$ cat config.mk
export PLATFORM = sky130hd
export DESIGN_NAME = sine_oscillator_with_fade_unit_flat
export DESIGN_NICKNAME = d
export VERILOG_FILES = /design/src/rtl/sofu_pkg.sv /design/src/rtl/sofu_channels.sv /design/src/rtl/sine_oscillator_with_fade_unit.sv /design/src/rtl/sofu_datapath.sv /design/src/rtl/sofu_ctrl.sv /design/src/flat_wrapper.sv
export VERILOG_INCLUDE_DIRS = /design/src /design/src/rtl
export SDC_FILE = /design/constraint.sdc
export NUM_CORES = 2
export LEC_CHECK = 0
export ABC_AREA = 1
export BUFFER_PORTS_ARGS = -buffer_cell sky130_fd_sc_hd__buf_2
export CAP_MARGIN = 25
export CORE_MARGIN = 4
export CORE_UTILIZATION = 40
export DETAILED_ROUTE_END_ITERATION = 10
export PLACE_DENSITY = 0.6
export SETUP_SLACK_MARGIN = 0.05
export SLEW_MARGIN = 15
export SYNTH_ARGS = -nofsm -noshare
export SYNTH_HDL_FRONTEND = slang
export SYNTH_SLANG_ARGS = --single-unit
$ cat constraint.sdc
create_clock -name clk -period 7.19 [get_ports clk]
set_clock_uncertainty 0.05 [all_clocks]
set_input_delay 1.7975 -clock clk [delete_from_list [all_inputs] [get_ports clk]]
set_output_delay 1.7975 -clock clk [all_outputs]
set_load 0.05 [all_outputs]
$ cat src/rtl/sine_oscillator_with_fade_unit_defines.svh
// ----------------------------------------------------------------------------
// Assertion macros for the sine oscillator with fade
// Shared concurrent assertion forms, clocked on clk and disabled in reset.
// ----------------------------------------------------------------------------
`ifndef SINE_OSCILLATOR_WITH_FADE_UNIT_DEFINES_SVH
`define SINE_OSCILLATOR_WITH_FADE_UNIT_DEFINES_SVH

// The consequent must hold in the same cycle as the antecedent.
`define SOFU_ASSERT_IMP(lbl, ante, cons, msg) \
	lbl: assert property (@(posedge clk) disable iff (!arst_n) (ante) |-> (cons)) \
		else $error(msg);

// The consequent must hold in the cycle after the antecedent.
`define SOFU_ASSERT_NXT(lbl, ante, cons, msg) \
	lbl: assert property (@(posedge clk) disable iff (!arst_n) (ante) |=> (cons)) \
		else $error(msg);

// The condition must never be true.
`define SOFU_ASSERT_NEVER(lbl, cond, msg) \
	lbl: assert property (@(posedge clk) disable iff (!arst_n) !(cond)) \
		else $error(msg);

`endif

$ cat src/rtl/sofu_pkg.sv
// ----------------------------------------------------------------------------
// Sine oscillator with fade: shared package
// Field widths, register indexes, ramp codes, controller/datapath structs
// and the quarter-wave sine table built at elaboration.
// ----------------------------------------------------------------------------
package sofu_pkg;

	// Field widths.
	localparam int IDX_W    = 10;
	localparam int CNT_W    = 11;
	localparam int SAMPLE_W = 16;
	localparam int PHASE_W  = 32;
	localparam int AMP_W    = 16;
	localparam int CFG_W    = 32;
	localparam int MAG_W    = 15;

	// Configuration register indexes.
	localparam int CFG_IDX_W = 1;
	localparam logic [CFG_IDX_W-1:0] REG_PHASE_STEP = 1'd0;
	localparam logic [CFG_IDX_W-1:0] REG_AMPLITUDE  = 1'd1;
	localparam logic [AMP_W-1:0]     AMP_RESET      = 16'd32768;

	// Quarter-wave table geometry.
	localparam int SINE_DEPTH = 256;
	localparam int SINE_AW    = $clog2(SINE_DEPTH);

	// Product and divider widths.
	localparam int PROD_W = MAG_W + AMP_W;          // magnitude times amplitude
	localparam int NUM_W  = PROD_W + CNT_W + 1;     // times ramp numerator, plus rounding
	localparam int DIVD_W = NUM_W - 15;             // dividend after the Q15 shift
	localparam int QUO_W  = DIVD_W - CNT_W;         // quotient bits the divider produces
	localparam int DIV_STEPS = QUO_W;
	localparam int DCNT_W = $clog2(DIV_STEPS);

	// Ramp codes chosen by the controller for each word.
	localparam logic [1:0] RAMP_NONE = 2'd0;
	localparam logic [1:0] RAMP_RISE = 2'd1;
	localparam logic [1:0] RAMP_FALL = 2'd2;
	localparam logic [1:0] RAMP_MUTE = 2'd3;

	// Commands from the controller to the datapath.
	typedef struct packed {
		logic       load;
		logic [1:0] ramp;
		logic       mul1;
		logic       mul2;
		logic       div_step;
		logic       out_load;
	} sofu_cmd_t;

	// Status from the datapath to the controller.
	typedef struct packed {
		logic c_one;
	} sofu_sts_t;

	// Polynomial coefficients in Q30.
	localparam logic [63:0] Q30_ONE = 64'd1073741824;
	localparam logic [63:0] C1 = 64'd1686629713;
	localparam logic [63:0] C3 = 64'd693598668;
	localparam logic [63:0] C5 = 64'd85569306;
	localparam logic [63:0] C7 = 64'd5026997;
	localparam logic [63:0] C9 = 64'd172272;

	typedef logic [MAG_W-1:0] sine_rom_t [SINE_DEPTH];

	// One table entry: sin(pi/2 * k/D) in Q15 by a Horner polynomial in Q30.
	function automatic logic [MAG_W-1:0] sine_entry(input int k);
		logic [63:0] x;
		logic [63:0] x2;
		logic [63:0] t;
		x  = (64'(k) << 30) / SINE_DEPTH;
		x2 = (x * x) >> 30;
		t  = C7 - ((x2 * C9) >> 30);
		t  = C5 - ((x2 * t) >> 30);
		t  = C3 - ((x2 * t) >> 30);
		t  = C1 - ((x2 * t) >> 30);
		t  = (x * t) >> 30;
		t  = (t * 64'd32767 + (Q30_ONE >> 1)) >> 30;
		if (t > 64'd32767) begin
			t = 64'd32767;
		end
		return t[MAG_W-1:0];
	endfunction

	function automatic sine_rom_t sine_rom_init();
		sine_rom_t r;
		for (int k = 0; k < SINE_DEPTH; k++) begin
			r[k] = sine_entry(k);
		end
		return r;
	endfunction

	localparam sine_rom_t SINE_ROM = sine_rom_init();

endpackage

$ cat src/rtl/sofu_channels.sv
// ----------------------------------------------------------------------------
// Sine oscillator with fade: channel interfaces
// Valid/ready channels for sample slot requests and output samples.
// ----------------------------------------------------------------------------

// Sample slot request channel.
interface sofu_in_if;
	import sofu_pkg::*;
	logic             valid;
	logic             ready;
	logic [IDX_W-1:0] sample_index;
	logic [CNT_W-1:0] frame_count;
	logic             wave_on;

	modport source(output valid, sample_index, frame_count, wave_on, input ready);
	modport sink(input valid, sample_index, frame_count, wave_on, output ready);
endinterface

// Output sample channel.
interface sofu_out_if;
	import sofu_pkg::*;
	logic                       valid;
	logic                       ready;
	logic signed [SAMPLE_W-1:0] sample;

	modport source(output valid, sample, input ready);
	modport sink(input valid, sample, output ready);
endinterface

$ cat src/rtl/sine_oscillator_with_fade_unit.sv
// ----------------------------------------------------------------------------
// Sine oscillator with fade
// Phase-accumulator sine generator with fade-in and fade-out ramps over one
// block of sample slots.
//
//   channel   dir  handshake       word
//   in_ch     in   valid/ready     sample_index, frame_count, wave_on
//   out_ch    out  valid/ready     sample
//   cfg       in   cfg_we          cfg_index, cfg_wdata
//
// A slot runs load, two multiplies and output when the ramp denominator is
// one, and adds the 17-step restoring divider before the output otherwise.
// One slot is in flight at a time; the next is taken once the current one
// reaches the output register, even if that word is still waiting.
// arst_n clears the phase, fade flags, phase step and output valid flag; amplitude resets to AMP_RESET.
// A stalled output holds the word and the last slot waits in its final step.
// ----------------------------------------------------------------------------
module sine_oscillator_with_fade_unit (
	input  logic                            clk,
	input  logic                            arst_n,
	input  logic                            cfg_we,
	input  logic [sofu_pkg::CFG_IDX_W-1:0]  cfg_index,
	input  logic [sofu_pkg::CFG_W-1:0]      cfg_wdata,
	sofu_in_if.sink                         in_ch,
	sofu_out_if.source                      out_ch
);
	import sofu_pkg::*;

	sofu_cmd_t cmd;
	sofu_sts_t sts;

	// Sequencing and fade state.
	sofu_ctrl u_ctrl (
		.clk          (clk),
		.arst_n       (arst_n),
		.in_valid     (in_ch.valid),
		.in_ready     (in_ch.ready),
		.sample_index (in_ch.sample_index),
		.frame_count  (in_ch.frame_count),
		.wave_on      (in_ch.wave_on),
		.out_valid    (out_ch.valid),
		.out_ready    (out_ch.ready),
		.cmd          (cmd),
		.sts          (sts)
	);

	// Arithmetic.
	sofu_datapath u_datapath (
		.clk          (clk),
		.arst_n       (arst_n),
		.cfg_we       (cfg_we),
		.cfg_index    (cfg_index),
		.cfg_wdata    (cfg_wdata),
		.sample_index (in_ch.sample_index),
		.frame_count  (in_ch.frame_count),
		.cmd          (cmd),
		.sts          (sts),
		.sample       (out_ch.sample)
	);

endmodule

$ cat src/rtl/sofu_datapath.sv
// ----------------------------------------------------------------------------
// Sine oscillator with fade: datapath
// Phase accumulator, table lookup, two multiplies, a radix-2 restoring
// divider for the ramp and the saturating output register.
// ----------------------------------------------------------------------------
module sofu_datapath (
	input  logic                                clk,
	input  logic                                arst_n,
	input  logic                                cfg_we,
	input  logic [sofu_pkg::CFG_IDX_W-1:0]      cfg_index,
	input  logic [sofu_pkg::CFG_W-1:0]          cfg_wdata,
	input  logic [sofu_pkg::IDX_W-1:0]          sample_index,
	input  logic [sofu_pkg::CNT_W-1:0]          frame_count,
	input  sofu_pkg::sofu_cmd_t                 cmd,
	output sofu_pkg::sofu_sts_t                 sts,
	output logic signed [sofu_pkg::SAMPLE_W-1:0] sample
);
	import sofu_pkg::*;

	logic [PHASE_W-1:0]  phase_step_q;
	logic [AMP_W-1:0]    amplitude_q;
	logic [PHASE_W-1:0]  phase_q;
	logic [MAG_W-1:0]    mag_q;
	logic                neg_q;
	logic [CNT_W-1:0]    n_q;
	logic [CNT_W-1:0]    c_q;
	logic [PROD_W-1:0]   prod_q;
	logic [CNT_W-1:0]    rem_q;
	logic [QUO_W-1:0]    quo_q;
	logic signed [SAMPLE_W-1:0] sample_q;

	logic [SINE_AW-1:0]  tab_i;
	logic [SINE_AW:0]    tab_mirror;
	logic [SINE_AW-1:0]  tab_sel;
	logic                tab_top;
	logic [MAG_W-1:0]    mag_d;
	logic [CNT_W-1:0]    n_d;
	logic [CNT_W-1:0]    c_d;
	logic [CNT_W:0]      idx_ext;
	logic                cnt_nz;
	logic                idx_lt;
	logic [NUM_W-1:0]    num;
	logic [DIVD_W-1:0]   dividend;
	logic [CNT_W:0]      trial;
	logic [CNT_W:0]      trial_diff;
	logic                trial_ge;
	logic signed [SAMPLE_W-1:0] sat;

	// Configuration registers.
	always_ff @(posedge clk or negedge arst_n) begin
		if (!arst_n) begin
			phase_step_q <= '0;
			amplitude_q  <= AMP_RESET;
		end else if (cfg_we) begin
			case (cfg_index)
				REG_PHASE_STEP: phase_step_q <= cfg_wdata;
				REG_AMPLITUDE:  amplitude_q  <= cfg_wdata[AMP_W-1:0];
				default: ;
			endcase
		end
	end

	// Quarter-wave lookup: odd quadrants read the mirrored entry.
	always_comb begin
		tab_i      = phase_q[PHASE_W-3 -: SINE_AW];
		tab_mirror = (SINE_AW+1)'(SINE_DEPTH) - {1'b0, tab_i};
		tab_top    = phase_q[PHASE_W-2] && (tab_i == '0);
		tab_sel    = phase_q[PHASE_W-2] ? tab_mirror[SINE_AW-1:0] : tab_i;
		mag_d      = tab_top ? MAG_W'(32767) : SINE_ROM[tab_sel];
	end

	// Ramp numerator and denominator.
	always_comb begin
		idx_ext = {2'b00, sample_index};
		cnt_nz  = (frame_count != '0);
		idx_lt  = (idx_ext < {1'b0, frame_count});
		n_d     = CNT_W'(1);
		c_d     = CNT_W'(1);
		case (cmd.ramp)
			RAMP_RISE: begin
				n_d = idx_lt ? idx_ext[CNT_W-1:0] : frame_count;
				c_d = frame_count;
			end
			RAMP_FALL: begin
				n_d = (cnt_nz && idx_lt) ? CNT_W'(frame_count - idx_ext[CNT_W-1:0]) : '0;
				c_d = cnt_nz ? frame_count : CNT_W'(1);
			end
			RAMP_MUTE: begin
				n_d = '0;
			end
			default: ;
		endcase
	end

	// Word load: capture the magnitude and ramp, and advance the phase unless muted.
	always_ff @(posedge clk or negedge arst_n) begin
		if (!arst_n) begin
			phase_q <= '0;
		end else if (cmd.load && (cmd.ramp != RAMP_MUTE)) begin
			phase_q <= phase_q + phase_step_q;
		end
	end

	always_ff @(posedge clk) begin
		if (cmd.load) begin
			mag_q <= mag_d;
			neg_q <= phase_q[PHASE_W-1];
			n_q   <= n_d;
			c_q   <= c_d;
		end
	end

	// Second multiply with half-LSB rounding, then the Q15 shift.
	always_comb begin
		num      = {(NUM_W-PROD_W)'(0), prod_q} * {(NUM_W-CNT_W)'(0), n_q}
		         + {(NUM_W-CNT_W-14)'(0), c_q, 14'd0};
		dividend = num[NUM_W-1:15];
	end

	// One restoring divide step.
	always_comb begin
		trial      = {rem_q, quo_q[QUO_W-1]};
		trial_diff = trial - {1'b0, c_q};
		trial_ge   = (trial >= {1'b0, c_q});
	end

	// Multiplier and divider registers.
	always_ff @(posedge clk) begin
		if (cmd.mul1) begin
			prod_q <= {(PROD_W-MAG_W)'(0), mag_q} * {(PROD_W-AMP_W)'(0), amplitude_q};
		end
		if (cmd.mul2) begin
			rem_q <= dividend[DIVD_W-1:QUO_W];
			quo_q <= dividend[QUO_W-1:0];
		end else if (cmd.div_step) begin
			rem_q <= trial_ge ? trial_diff[CNT_W-1:0] : trial[CNT_W-1:0];
			quo_q <= {quo_q[QUO_W-2:0], trial_ge};
		end
	end

	// Sign and saturation.
	always_comb begin
		if (neg_q) begin
			if (quo_q >= QUO_W'(32768)) begin
				sat = 16'sh8000;
			end else begin
				sat = SAMPLE_W'(16'd0 - quo_q[SAMPLE_W-1:0]);
			end
		end else begin
			if (quo_q > QUO_W'(32767)) begin
				sat = 16'sh7fff;
			end else begin
				sat = quo_q[SAMPLE_W-1:0];
			end
		end
	end

	// Output register.
	always_ff @(posedge clk) begin
		if (cmd.out_load) begin
			sample_q <= sat;
		end
	end

	assign sts.c_one = (c_q == CNT_W'(1));
	assign sample    = sample_q;

endmodule

$ cat src/rtl/sofu_ctrl.sv
// ----------------------------------------------------------------------------
// Sine oscillator with fade: controller
// Sequences load, multiplies and divide steps, keeps the fade flags and the
// output valid flag.
// ----------------------------------------------------------------------------
`include "sine_oscillator_with_fade_unit_defines.svh"

module sofu_ctrl (
	input  logic                        clk,
	input  logic                        arst_n,
	input  logic                        in_valid,
	output logic                        in_ready,
	input  logic [sofu_pkg::IDX_W-1:0]  sample_index,
	input  logic [sofu_pkg::CNT_W-1:0]  frame_count,
	input  logic                        wave_on,
	output logic                        out_valid,
	input  logic                        out_ready,
	output sofu_pkg::sofu_cmd_t         cmd,
	input  sofu_pkg::sofu_sts_t         sts
);
	import sofu_pkg::*;

	localparam logic [2:0] S_IDLE = 3'd0;
	localparam logic [2:0] S_MUL1 = 3'd1;
	localparam logic [2:0] S_MUL2 = 3'd2;
	localparam logic [2:0] S_DIV  = 3'd3;
	localparam logic [2:0] S_DONE = 3'd4;

	logic [2:0]        state_q;
	logic [2:0]        state_d;
	logic [DCNT_W-1:0] dcnt_q;
	logic              faded_in_q;
	logic              faded_out_q;
	logic              out_valid_q;
	logic              accept;
	logic              last_slot;
	logic [1:0]        ramp;

	assign accept   = in_valid && in_ready;
	assign in_ready = (state_q == S_IDLE);

	// Ramp choice from the request and the fade flags.
	always_comb begin
		last_slot = (frame_count != '0) && (({1'b0, sample_index} + CNT_W'(1)) == frame_count);
		if (wave_on) begin
			ramp = (!faded_in_q && (frame_count != '0)) ? RAMP_RISE : RAMP_NONE;
		end else if (!faded_out_q) begin
			ramp = RAMP_FALL;
		end else begin
			ramp = RAMP_MUTE;
		end
	end

	// Next state and commands.
	always_comb begin
		state_d      = state_q;
		cmd          = '0;
		cmd.ramp     = ramp;
		case (state_q)
			S_IDLE: begin
				if (accept) begin
					cmd.load = 1'b1;
					state_d  = S_MUL1;
				end
			end
			S_MUL1: begin
				cmd.mul1 = 1'b1;
				state_d  = S_MUL2;
			end
			S_MUL2: begin
				cmd.mul2 = 1'b1;
				state_d  = sts.c_one ? S_DONE : S_DIV;
			end
			S_DIV: begin
				cmd.div_step = 1'b1;
				if (dcnt_q == '0) begin
					state_d = S_DONE;
				end
			end
			S_DONE: begin
				if (!out_valid_q || out_ready) begin
					cmd.out_load = 1'b1;
					state_d      = S_IDLE;
				end
			end
			default: state_d = S_IDLE;
		endcase
	end

	// State, divide counter and output valid.
	always_ff @(posedge clk or negedge arst_n) begin
		if (!arst_n) begin
			state_q     <= S_IDLE;
			dcnt_q      <= '0;
			out_valid_q <= 1'b0;
		end else begin
			state_q <= state_d;
			if (state_q == S_MUL2) begin
				dcnt_q <= DCNT_W'(DIV_STEPS - 1);
			end else if (state_q == S_DIV) begin
				dcnt_q <= dcnt_q - DCNT_W'(1);
			end
			if (cmd.out_load) begin
				out_valid_q <= 1'b1;
			end else if (out_ready) begin
				out_valid_q <= 1'b0;
			end
		end
	end

	// Fade flags change only on the last slot of a block.
	always_ff @(posedge clk or negedge arst_n) begin
		if (!arst_n) begin
			faded_in_q  <= 1'b0;
			faded_out_q <= 1'b0;
		end else if (accept && last_slot) begin
			if (wave_on) begin
				faded_in_q  <= 1'b1;
				faded_out_q <= 1'b0;
			end else if (!faded_out_q) begin
				faded_out_q <= 1'b1;
				faded_in_q  <= 1'b0;
			end
		end
	end

	assign out_valid = out_valid_q;

	`SOFU_ASSERT_NEVER(a_flags_exclusive, faded_in_q && faded_out_q, "both fade flags set")
	`SOFU_ASSERT_IMP(a_no_overwrite, cmd.out_load, !out_valid_q || out_ready, "output word overwritten")
	`SOFU_ASSERT_NXT(a_accept_starts, accept, state_q == S_MUL1 && !in_ready, "accept did not start work")
	`SOFU_ASSERT_NXT(a_div_ends, state_q == S_DIV && dcnt_q == '0, state_q == S_DONE, "divide overran")

endmodule

$ cat src/flat_wrapper.sv
// flat-port wrapper written by rule: the top's interface ports become plain ports
module sine_oscillator_with_fade_unit_flat import sofu_pkg::*;
  (clk, arst_n, cfg_we, cfg_index, cfg_wdata, in_ch_valid, in_ch_sample_index, in_ch_frame_count, in_ch_wave_on, in_ch_ready, out_ch_valid, out_ch_sample, out_ch_ready);
  sofu_in_if in_ch_i ();
  sofu_out_if out_ch_i ();
  input  logic clk;
  input  logic arst_n;
  input  logic cfg_we;
  input  logic [sofu_pkg::CFG_IDX_W-1:0] cfg_index;
  input  logic [sofu_pkg::CFG_W-1:0] cfg_wdata;
  input wire logic [$bits(in_ch_i.valid)-1:0] in_ch_valid;
  input wire logic [$bits(in_ch_i.sample_index)-1:0] in_ch_sample_index;
  input wire logic [$bits(in_ch_i.frame_count)-1:0] in_ch_frame_count;
  input wire logic [$bits(in_ch_i.wave_on)-1:0] in_ch_wave_on;
  output wire logic [$bits(in_ch_i.ready)-1:0] in_ch_ready;
  output wire logic [$bits(out_ch_i.valid)-1:0] out_ch_valid;
  output wire logic [$bits(out_ch_i.sample)-1:0] out_ch_sample;
  input wire logic [$bits(out_ch_i.ready)-1:0] out_ch_ready;
  assign in_ch_i.valid = in_ch_valid;
  assign in_ch_i.sample_index = in_ch_sample_index;
  assign in_ch_i.frame_count = in_ch_frame_count;
  assign in_ch_i.wave_on = in_ch_wave_on;
  assign in_ch_ready = in_ch_i.ready;
  assign out_ch_valid = out_ch_i.valid;
  assign out_ch_sample = out_ch_i.sample;
  assign out_ch_i.ready = out_ch_ready;
  sine_oscillator_with_fade_unit u_core (.clk(clk), .arst_n(arst_n), .cfg_we(cfg_we), .cfg_index(cfg_index), .cfg_wdata(cfg_wdata), .in_ch(in_ch_i), .out_ch(out_ch_i));
endmodule
==> metrics.txt <==
remaining global-route overflow 0; CTS tree built; final setup violation count 0; endpoint kind of the worst setup timing path flop; required time of the worst setup path around 7400 ps; fraction of layout cells with a size suffix above 1 0.0489; post-CTS setup-driven buffer insertion count 0; layout filler cell count slightly above 9000; IO Port Bufs slightly below 80; slew margin rel. 0.370; Hold Violations, Final 0; post-synthesis sequential element count 204; initial antenna violation count 0; cell row count 108; FF/Latch Area ~5700 um^2; remaining number of nets flagged by the antenna check after routing 0; final antenna diode count 0; leading cell types in the layout, fill and taps excluded nand2_1, inv_1, fa_1, nor2_1, ha_1; run status finished, final reports clean; TritonCTS Sinks 204; count of flip-flops with a built-in enable after synthesis between 100 and 150; sequential-to-total area share from yosys stat 0.160; Fin Setup TNS 0 ps; number of different library cells in the post-synthesis netlist 55; Worst Hold Class flop to flop; post-synthesis instance total slightly below 5000; final slew viol count 0; Final min period around 6300 ps; weighted congestion reported at the end of routability-driven placement between 0.9 and 1; drt first pass iters 6; share of async-settable or async-resettable flops after synthesis 0.446; tightest hold margin approximately 440 ps; CTS-repair resized insts 0; Vias 31500; most common library cell in the layout ignoring fill and taps nand2_1; Crit path max-delay family adder cells; final period utilization 0.872; Floorplan Core Area about 87000 um^2; floorplan die area 93600 um^2; effective utilization at floorplan 0.406; Vias per Instance roughly 5.2; mapped cell area 35500 um^2; H-tree depth reported by CTS 1; highest cell delay on the worst timing path 750 ps; combined buffer and inverter count along the critical path 3; f_max 0.160 GHz; vias in the first global route between 30000 and 40000; clock insertion delay at the later pin of the skew report slightly below 600 ps; critical path launch point type flop; count of hold-fix buffers inserted at cts 0; yosys synthesis warning count 0; syn_nets around 5700; first-pass GRT wire length ~180000 um; total wire length between 100000 and 150000 um; CP max FO 16; syn avg cell area roughly 7.2 um^2; IO Count between 70 and 80; signal arrival time at the worst endpoint roughly 6500 ps; setup repair after global routing missed its margin false; most used flip-flop cell after synthesis edfxtp_1; Worst Max-Slew Pin Slew 945 ps; remaining routing DRC violations 0; height of the die 306 um; width of the die ~300 um; DR WL/cell roughly 18 um; count of nets after finishing 5656; starting DRC count in detailed routing approximately 2300; clock buffer count from CTS 26; CTS max path bufs 3; maximum number of pins on one net before global-route repair a little over 90; slowest cell on the critical path dfrtp_1; Most Frequent Cell on Critical Path fa_1; Total GRT Usage 0.237; Crit Path Category flop to flop; half-perimeter wire length after placement between 80000 and 90000 um; MaxCap Viol Count 0; worst-path cell chain nand2_1, fa_1, inv_1, fa_1, fa_1, fa_1, fa_1, inv_1, fa_1, inv_1, ha_1, nand2_1, nor2_1, nor3b_1, nand4_1, nand3_1, a21oi_1, xnor2_1; multi-input gate area in the final layout 25100 um^2; area delta synth->final 5.98%; Clock transition at path regs ~60 ps; cell chosen for the clock root clkbuf_16
logic make-up (layout without fill, tap and decap cells):
group	Yosys count	after routing	synth area share
adder cells (fa/ha/maj)	726	726	0.352
XOR/XNOR	68	68	0.0168
flip-flops	204	204	0.160
AO/OA/AOI/OAI	524	524	0.0798
AND/OR/NAND/NOR	2171	2171	0.253
buffers and inverters	1221	1180	0.134
multiplexers	16	16	0.00508
metal layers:
| layer | vias to the layer above | global-route usage | wire, um |
|---|---|---|---|
| met5 | - | 0 | 0 |
| met4 | 0 | 0.104 | 5680 |
| met3 | 288 | 0.0220 | 5400 |
| met2 | 1014 | 0.416 | 53500 |
| met1 | 15200 | 0.299 | 46700 |
| li1 | 15000 | - | - |
worst min-delay path, cell delays in order, from the launching register on:
cell     delay (ps)
dfrtp_1         340
nand2_1          50
nand2_1          60
state kept, by name, indices dropped and copies added (netlist names):
signal                          count
u_core.u_datapath.prod_q           31
u_core.u_ctrl.faded_in_q            1
u_core.u_ctrl.state_q               3
u_core.u_datapath.quo_q            17
u_core.u_datapath.phase_step_q     32
u_core.u_ctrl.faded_out_q           1
u_core.u_datapath.sample           16
u_core.u_datapath.phase_q          32
u_core.u_ctrl.dcnt_q                5
u_core.u_datapath.amplitude_q      16
u_core.u_datapath.n_q              11
u_core.u_datapath.rem_q            11
u_core.u_ctrl.out_valid             1
u_core.u_datapath.neg_q             1
u_core.u_datapath.c_q              11
u_core.u_datapath.mag_q            15
metrics by stage:
stage                     worst slack [ps]  instance area, um^2  instances   util
after global routing                   540                37600       6044  0.430
after global placement                 938                36700       5996  0.420
after floorplan                       1580                35500       4930      -
final                                  923                37600       6044  0.430
after detailed placement               902                36700       5997  0.420
after CTS                              868                37600       6044  0.430
Yosys cell counts (9+ instances only):
master / n / area [um^2]
a21oi_1: 197 / 986
a31oi_1: 13 / 81.3
buf_2: 20 / 100
buf_4: 14 / 105
clkbuf_1: 151 / 567
dfrtp_1: 90 / 2250
edfxtp_1: 113 / 3390
fa_1: 454 / 9090
ha_1: 272 / 3400
inv_1: 1008 / 3780
inv_2: 11 / 41.3
mux2_2: 16 / 180
nand2_1: 1462 / 5490
nand2_2: 19 / 119
nand3_1: 256 / 1280
nand3b_1: 16 / 120
nand4_1: 52 / 325
nor2_1: 278 / 1040
nor3_1: 44 / 220
nor4_1: 10 / 62.6
o211ai_1: 26 / 195
o21ai_0: 224 / 1120
o21ai_1: 17 / 85.1
o21bai_1: 10 / 75.1
or2_2: 9 / 56.3
xnor2_1: 29 / 254
xor2_1: 39 / 342
layout make-up:
| cell class | instances | area share |
|---|---|---|
| inverters | 1022 | 0.102 |
| clock buffers | 33 | 0.0197 |
| clock inverters | 14 | 0.00476 |
| multi-input cells | 3505 | 0.667 |
| repair buffers | 111 | 0.0176 |
| well taps | 1155 | 0.0384 |
| flip-flops and latches | 204 | 0.151 |
path summary, 6_finish.rpt:
kind                       cells past startpoint                              from                            end  slack, ps
max                                           18  u_core.u_datapath.amplitude_q[6]   u_core.u_datapath.prod_q[29]        920
min                                            2     u_core.u_datapath.phase_q[21]  u_core.u_datapath.phase_q[21]        440
max reg2reg                                   18  u_core.u_datapath.amplitude_q[6]   u_core.u_datapath.prod_q[29]        920
min reg2reg                                    2     u_core.u_datapath.phase_q[21]  u_core.u_datapath.phase_q[21]        440
max in group asynchronous                      2                            arst_n       u_core.u_ctrl.state_q[2]       4750
min in group asynchronous                      1                            arst_n  u_core.u_datapath.phase_q[17]       1190
Power is left out: the tool's default activity adds up to more than one toggle a clock period on the data nets, which glitch-free logic cannot reach.
